### config.mk
export PLATFORM = sky130hd
export DESIGN_NAME = sot_datapath
export DESIGN_NICKNAME = d
export VERILOG_FILES = /design/src/rtl/core/sot_pkg.sv /design/src/rtl/core/sot_datapath.sv
export SDC_FILE = /design/constraint.sdc
export NUM_CORES = 2
export LEC_CHECK = 0
export BUFFER_PORTS_ARGS = -buffer_cell sky130_fd_sc_hd__buf_2
export CAP_MARGIN = 20
export CORE_UTILIZATION = 55
export CTS_CLUSTER_SIZE = 16
export DETAILED_ROUTE_END_ITERATION = 7
export PLACE_DENSITY = 0.72
export SYNTH_ARGS = -nofsm -noshare
export SYNTH_HDL_FRONTEND = slang
export SYNTH_SLANG_ARGS = --single-unit
### constraint.sdc
create_clock -name clk_i -period 16.8 [get_ports clk_i]
set_input_delay 3.36 -clock clk_i [delete_from_list [all_inputs] [get_ports clk_i]]
set_output_delay 3.36 -clock clk_i [all_outputs]
set_load 0.1 [all_outputs]
### src/rtl/core/sot_pkg.sv
// Shared types, codes and microprogram of the segment occlusion test.
package sot_pkg;

  localparam int PcW = 5;

  // Configuration register indexes.
  typedef enum logic [2:0] {
    REG_START_X  = 3'd0,
    REG_START_Y  = 3'd1,
    REG_START_Z  = 3'd2,
    REG_END_X    = 3'd3,
    REG_END_Y    = 3'd4,
    REG_END_Z    = 3'd5,
    REG_RADIUS   = 3'd6
  } reg_idx_e;

  localparam logic [15:0] RadiusReset = 16'd1024;

  // Multiplier operand sources.
  typedef enum logic [3:0] {
    OP_ZERO,
    OP_AB_X,
    OP_AB_Y,
    OP_AB_Z,
    OP_AP_X,
    OP_AP_Y,
    OP_AP_Z,
    OP_RAD,
    OP_B_LO,
    OP_B_HI,
    OP_T_LO,
    OP_T_HI,
    OP_E_LO,
    OP_E_HI
  } opnd_e;

  typedef enum logic [1:0] {
    ACC_NONE,
    ACC_LOAD,
    ACC_ADD,
    ACC_SUB
  } acc_op_e;

  // Limb shift applied to the product before it reaches the accumulator.
  typedef enum logic [1:0] {
    SH_0,
    SH_1,
    SH_2
  } shift_e;

  typedef enum logic [1:0] {
    DST_NONE,
    DST_AB2,
    DST_DOT,
    DST_EXC
  } dst_e;

  typedef enum logic [2:0] {
    COND_NONE,
    COND_PASS,
    COND_ACC_LE0,
    COND_ACC_LT0,
    COND_DOT_GE_AB2
  } cond_e;

  typedef struct packed {
    opnd_e            a_sel;
    opnd_e            b_sel;
    acc_op_e          acc_op;
    shift_e           shift;
    dst_e             dst;
    cond_e            cond;
    logic [PcW-1:0]   target;
    logic             set_hit;
    logic             done;
  } uword_t;

  typedef struct packed {
    logic   active;
    uword_t uw;
  } ctrl_t;

  typedef struct packed {
    logic pass;
    logic acc_le0;
    logic acc_lt0;
    logic dot_ge_ab2;
  } stat_t;

  localparam logic [PcW-1:0] STEP_FIRST = 5'd0;
  localparam logic [PcW-1:0] STEP_HIT   = 5'd20;
  localparam logic [PcW-1:0] STEP_END   = 5'd21;

  localparam uword_t UW_IDLE = '{
    a_sel:   OP_ZERO,
    b_sel:   OP_ZERO,
    acc_op:  ACC_NONE,
    shift:   SH_0,
    dst:     DST_NONE,
    cond:    COND_NONE,
    target:  STEP_END,
    set_hit: 1'b0,
    done:    1'b0
  };

  // Microprogram. The accumulator field of a step consumes the product
  // issued by the step before it; dst stores the accumulator as it stands
  // at the start of the step, and the accumulator conditions look at the same value.
  function automatic uword_t ucode(input logic [PcW-1:0] pc);
    uword_t uw;
    uw = UW_IDLE;
    unique case (pc)
      5'd0: begin
        uw.a_sel = OP_AB_X; uw.b_sel = OP_AB_X;
        uw.cond = COND_PASS; uw.target = STEP_END;
      end
      5'd1: begin
        uw.a_sel = OP_AB_Y; uw.b_sel = OP_AB_Y; uw.acc_op = ACC_LOAD;
      end
      5'd2: begin
        uw.a_sel = OP_AB_Z; uw.b_sel = OP_AB_Z; uw.acc_op = ACC_ADD;
      end
      5'd3: begin
        uw.a_sel = OP_AP_X; uw.b_sel = OP_AB_X; uw.acc_op = ACC_ADD;
      end
      5'd4: begin
        uw.a_sel = OP_AP_Y; uw.b_sel = OP_AB_Y; uw.acc_op = ACC_LOAD;
        uw.dst = DST_AB2;
      end
      5'd5: begin
        uw.a_sel = OP_AP_Z; uw.b_sel = OP_AB_Z; uw.acc_op = ACC_ADD;
      end
      5'd6: begin
        uw.a_sel = OP_AP_X; uw.b_sel = OP_AP_X; uw.acc_op = ACC_ADD;
      end
      5'd7: begin
        // projection must land past the start point
        uw.a_sel = OP_AP_Y; uw.b_sel = OP_AP_Y; uw.acc_op = ACC_LOAD;
        uw.dst = DST_DOT; uw.cond = COND_ACC_LE0; uw.target = STEP_END;
      end
      5'd8: begin
        // ... and short of the end point
        uw.a_sel = OP_AP_Z; uw.b_sel = OP_AP_Z; uw.acc_op = ACC_ADD;
        uw.cond = COND_DOT_GE_AB2; uw.target = STEP_END;
      end
      5'd9: begin
        uw.a_sel = OP_RAD; uw.b_sel = OP_RAD; uw.acc_op = ACC_ADD;
      end
      5'd10: begin
        uw.a_sel = OP_T_LO; uw.b_sel = OP_T_LO; uw.acc_op = ACC_SUB;
      end
      5'd11: begin
        // |ap|^2 - r^2 <= 0 always blocks
        uw.a_sel = OP_T_LO; uw.b_sel = OP_T_HI; uw.acc_op = ACC_LOAD;
        uw.dst = DST_EXC; uw.cond = COND_ACC_LE0; uw.target = STEP_HIT;
      end
      5'd12: begin
        uw.a_sel = OP_T_HI; uw.b_sel = OP_T_LO; uw.acc_op = ACC_ADD;
        uw.shift = SH_1;
      end
      5'd13: begin
        uw.a_sel = OP_T_HI; uw.b_sel = OP_T_HI; uw.acc_op = ACC_ADD;
        uw.shift = SH_1;
      end
      5'd14: begin
        uw.a_sel = OP_E_LO; uw.b_sel = OP_B_LO; uw.acc_op = ACC_ADD;
        uw.shift = SH_2;
      end
      5'd15: begin
        uw.a_sel = OP_E_LO; uw.b_sel = OP_B_HI; uw.acc_op = ACC_SUB;
      end
      5'd16: begin
        uw.a_sel = OP_E_HI; uw.b_sel = OP_B_LO; uw.acc_op = ACC_SUB;
        uw.shift = SH_1;
      end
      5'd17: begin
        uw.a_sel = OP_E_HI; uw.b_sel = OP_B_HI; uw.acc_op = ACC_SUB;
        uw.shift = SH_1;
      end
      5'd18: begin
        uw.acc_op = ACC_SUB; uw.shift = SH_2;
      end
      5'd19: begin
        // dot^2 - (|ap|^2 - r^2) * ab2 < 0 means clear of the segment
        uw.cond = COND_ACC_LT0; uw.target = STEP_END;
      end
      5'd20: begin
        uw.set_hit = 1'b1;
      end
      5'd21: begin
        uw.done = 1'b1;
      end
      default: begin
        uw.done = 1'b1;
      end
    endcase
    return uw;
  endfunction

endpackage

### src/rtl/core/sot_datapath.sv
// Shared multiplier, wide accumulator and operand registers of the occlusion test.
module sot_datapath #(
  parameter int CB = 20
) (
  input  logic                   clk_i,
  input  logic [2:0][CB-1:0]     pt_i,
  input  logic [2:0][CB-1:0]     start_i,
  input  logic [2:0][CB-1:0]     end_i,
  input  logic [15:0]            radius_i,
  input  logic                   pass_i,
  input  sot_pkg::ctrl_t         ctrl_i,
  output sot_pkg::stat_t         stat_o
);
  import sot_pkg::*;

  // limb width: holds a coordinate difference with headroom and the radius
  localparam int W  = (CB + 2 > 17) ? CB + 2 : 17;
  localparam int PW = 2 * W;
  localparam int AW = 4 * W + 2;

  logic [5:0][CB-1:0] minu, subt;
  logic [5:0][CB-1:0] mag;
  logic [5:0]         sgn;

  logic [W-1:0] op_mag [2];
  logic         op_sgn [2];

  logic [PW-1:0] prod_q;
  logic          neg_q;
  logic [AW-1:0] acc_q, acc_d;
  logic [AW-1:0] term_raw, term;
  logic [PW-1:0] b_q, t_q, e_q;

  // differences: ab = end - start (0..2), ap = point - start (3..5)
  assign minu[2:0] = end_i;
  assign minu[5:3] = pt_i;
  assign subt[2:0] = start_i;
  assign subt[5:3] = start_i;

  for (genvar i = 0; i < 6; i++) begin : g_diff
    logic [CB:0] dif, neg;
    assign dif    = {minu[i][CB-1], minu[i]} - {subt[i][CB-1], subt[i]};
    assign neg    = ~dif + (CB+1)'(1);
    assign sgn[i] = dif[CB];
    // |difference| never exceeds 2^CB - 1
    assign mag[i] = sgn[i] ? neg[CB-1:0] : dif[CB-1:0];
  end

  for (genvar p = 0; p < 2; p++) begin : g_opnd
    opnd_e sel;
    assign sel = (p == 0) ? ctrl_i.uw.a_sel : ctrl_i.uw.b_sel;
    always_comb begin
      op_sgn[p] = 1'b0;
      unique case (sel)
        OP_ZERO: op_mag[p] = '0;
        OP_AB_X: begin op_mag[p] = W'(mag[0]); op_sgn[p] = sgn[0]; end
        OP_AB_Y: begin op_mag[p] = W'(mag[1]); op_sgn[p] = sgn[1]; end
        OP_AB_Z: begin op_mag[p] = W'(mag[2]); op_sgn[p] = sgn[2]; end
        OP_AP_X: begin op_mag[p] = W'(mag[3]); op_sgn[p] = sgn[3]; end
        OP_AP_Y: begin op_mag[p] = W'(mag[4]); op_sgn[p] = sgn[4]; end
        OP_AP_Z: begin op_mag[p] = W'(mag[5]); op_sgn[p] = sgn[5]; end
        OP_RAD:  op_mag[p] = W'(radius_i);
        OP_B_LO: op_mag[p] = b_q[W-1:0];
        OP_B_HI: op_mag[p] = b_q[PW-1:W];
        OP_T_LO: op_mag[p] = t_q[W-1:0];
        OP_T_HI: op_mag[p] = t_q[PW-1:W];
        OP_E_LO: op_mag[p] = e_q[W-1:0];
        OP_E_HI: op_mag[p] = e_q[PW-1:W];
        default: op_mag[p] = '0;
      endcase
    end
  end

  always_comb begin
    case (ctrl_i.uw.shift)
      SH_0:    term_raw = AW'(prod_q);
      SH_1:    term_raw = AW'(prod_q) << W;
      SH_2:    term_raw = AW'(prod_q) << PW;
      default: term_raw = '0;
    endcase
    term = neg_q ? (~term_raw + AW'(1)) : term_raw;
  end

  always_comb begin
    case (ctrl_i.uw.acc_op)
      ACC_LOAD: acc_d = term;
      ACC_ADD:  acc_d = acc_q + term;
      ACC_SUB:  acc_d = acc_q - term;
      default:  acc_d = acc_q;
    endcase
  end

  always_ff @(posedge clk_i) begin
    if (ctrl_i.active) begin
      prod_q <= op_mag[0] * op_mag[1];
      neg_q  <= op_sgn[0] ^ op_sgn[1];
      acc_q  <= acc_d;
      case (ctrl_i.uw.dst)
        DST_AB2: b_q <= acc_q[PW-1:0];
        DST_DOT: t_q <= acc_q[PW-1:0];
        DST_EXC: e_q <= acc_q[PW-1:0];
        default: ;
      endcase
    end
  end

  assign stat_o.pass       = pass_i;
  assign stat_o.acc_lt0    = acc_q[AW-1];
  assign stat_o.acc_le0    = acc_q[AW-1] || (acc_q == '0);
  assign stat_o.dot_ge_ab2 = (t_q >= b_q);

endmodule

==> metrics.txt <==
Layout Skew 31.29 ps; max incr delay on CP 930 ps; Max Cap Violations 0; register area share after synthesis 0.1601; Post-Route WL around 170 mm; CP required approximately 17000 ps; die outline height about 300 um; PortBufs 214; Setup WS pre-CTS around 760 ps; crit share post-route 0.9314; cts repair resizes 0; flops & latches, synth around 270; DR WL/cell 23.40 um; RSZ-0062 raised after global routing no; routed vias around 47000; slowest stage cell on the critical path a2111oi_1; worst ir drop on vdd 0.5251 mV; antenna-violating nets left 0; fillers 8117; DR DRC count 0; count leader, synth nand2_1; routability cong. 1.009; Rows 110; Slew headroom 0.1398; Synth async-reset ratio 0; mux contribution to synthesized area 0.01629; Startpoint Class input pin; WP buf/inv 5; simple-gate share of the synthesized area 0.1952; GRT Total Usage 0.3652; critical path arrival 16010 ps; main combinational cell family by area after synthesis adder cells; Design Power 12600 uW; Yosys warnings 0; top cell type's share of synthesized area 0.1615; first-pass GRT wire length 264.7 mm; Worst Setup End Kind flop; Leak 0.02363 uW; Slew @ Worst Pin roughly 1300 ps; largest cells by area after synthesis fa_1 (16%), edfxtp_1 (16%), ha_1 (10%); EDFF count, synth 267; CTS sink count about 270; final setup violation count 0; Initial Utilization 0.5554; post-DP HPWL ~140 mm; CTS root buffer clkbuf_16; pin count of the biggest net entering global routing 93; Worst Hold Class reg -> reg; setup bufs post-CTS 0; XOR/XNOR share of the synthesized area 0.07871; total CTS buffers 29; initial antenna violation count 6; Tmin final between 15000 and 20000 ps; layout cell share with drive strength beyond 1 0.08045; number of vias per cell 6.427; unique cell type count in the Yosys netlist 110; die area 92250 sq um; Pins Over Slew Limit 0; critical path class in -> reg; Reg clk slew, reported paths approximately 70 ps; First DRT Iteration DRCs 4770; status finished, final reports clean; crit-path max FO 13; # H-tree levels 1; layout net count 7190; highest clock rate 0.06391 GHz; Synth Area in Adders 0.2665; Synth Net Count around 7200; Syn Area/Cell 8.192 sq um; post-synthesis cell count ~6000; core area 90150 sq um; post-synthesis compound-gate area fraction 0.2085; Layout area overhead 6.127%; setup TNS 0 ps; Hold-fix buffers, CTS 0; TritonRoute pass-1 iters 7; commonest cells in the netlist nand2_1 (696), inv_1 (660), ha_1 (420), fa_1 (404), nor2_1 (396); Crit path top cell by count fa_1; vias in the first global route 45771; Top delay family on crit path compound AO/OA/AOI/OAI gates; total power divided by cell area 237.2 nW/um^2; # IOs 227; Post-Syn Area 50070 sq um; Die Width slightly above 300 um; area leader, netlist fa_1; clock buffer depth 3; worst skew pair latency 620 ps; total grt overflow 0; final hold vios 0; top_reg_cell synth edfxtp_1; setup ws final around 1200 ps; CTS tree done
==> per-stage QoR <==
step           hold WS [ps]  cell area (sq um)  cells    util
2_1_floorplan         486.5              50070   6112       -
3_3_place_gp          543.7              52120   7286  0.5782
3_5_place_dp          560.0              52130   7287  0.5783
4_1_cts               575.8              53120   7340  0.5892
5_1_grt               603.8              53130   7342  0.5893
6_report              573.9              53140   7346  0.5895
==> where the power goes <==
group | internal, uW | total (uW) | leakage, uW | switching [uW]
Clock | 385 | 695 | 0.000479 | 310
Sequential | 1310 | 1660 | 0.00253 | 354
Combinational | 4140 | 10200 | 0.0206 | 6110
==> final cells by class <==
class / count / area [sq um] / area share
inverters: 661 / 2481 / 0.04669
diodes: 5 / 12.51 / 0.0002355
clock buffers: 33 / 740.7 / 0.01394
multi-input cells: 4877 / 38390 / 0.7225
well taps: 1176 / 1471 / 0.02769
clock inverters: 20 / 249.0 / 0.004686
flip-flops and latches: 267 / 8018 / 0.1509
repair buffers: 307 / 1772 / 0.03334
==> logic make-up (layout without fill, tap and decap cells) <==
| family | Yosys count | after routing |
|---|---|---|
| AND/OR/NAND/NOR | 1976 | 1976 |
| AO/OA/AOI/OAI | 1548 | 1548 |
| other | 0 | 5 |
| XOR/XNOR | 450 | 450 |
| buffers and inverters | 968 | 1021 |
| adder cells (fa/ha/maj) | 824 | 824 |
| multiplexers | 79 | 79 |
| flip-flops | 267 | 267 |
==> worst paths after layout <==
path,startpoint,end,slack [ps],cells after the start
min reg2reg,acc_q[2],e_q[2],570,0
max reg2reg,prod_q[0],acc_q[89],6300,30
max,pt_i[20],prod_q[41],1150,42
min,acc_q[2],e_q[2],570,0
==> cells in the final DEF, fill, tap and decap left out, types with 23 or more instances in the layout <==
| master | instances |
|---|---|
| nand2_1 | 696 |
| inv_1 | 660 |
| ha_1 | 420 |
| fa_1 | 404 |
| nor2_1 | 391 |
| a21oi_1 | 374 |
| edfxtp_1 | 267 |
| o21ai_0 | 265 |
| xnor2_1 | 259 |
| buf_2 | 213 |
| xor2_1 | 191 |
| and2_1 | 145 |
| a21o_1 | 135 |
| nand3_1 | 111 |
| nor3_1 | 101 |
| a22oi_1 | 101 |
| buf_4 | 94 |
| nor2b_1 | 79 |
| nand4_1 | 70 |
| nor4_1 | 68 |
| nand2b_1 | 60 |
| mux2i_1 | 59 |
| o21a_1 | 52 |
| o211ai_1 | 51 |
| o31ai_1 | 50 |
| o22ai_1 | 48 |
| a31oi_1 | 46 |
| or3_1 | 41 |
| a211oi_1 | 41 |
| a221oi_1 | 39 |
| and3_1 | 38 |
| or2_2 | 36 |
| o21bai_1 | 35 |
| clkbuf_16 | 29 |
| a22o_1 | 28 |
| o41ai_1 | 27 |
| or4_1 | 23 |
==> sequential cells by signal, summed over array words and instances (netlist names) <==
name    cells
acc_q      90
b_q        44
e_q        44
prod_q     44
t_q        44
neg_q       1
==> worst reg2reg max path, delay by kind of cell, from the launching register on <==
kind	cells	cell delay, ps
adder cells (fa/ha/maj)	2	700
AO/OA/AOI/OAI	13	4180
XOR/XNOR	3	560
AND/OR/NAND/NOR	12	4230
flip-flops	1	600
==> layer usage <==
layer  GRT usage  vias to the layer above  wire length, um
li1            -                    21596                -
met1      0.4666                    22814            67740
met2      0.6047                     2290            79530
met3     0.04645                      513            14150
met4      0.1918                        2            10490
met5           0                        -               13
(Power assumes the default switching activity.)
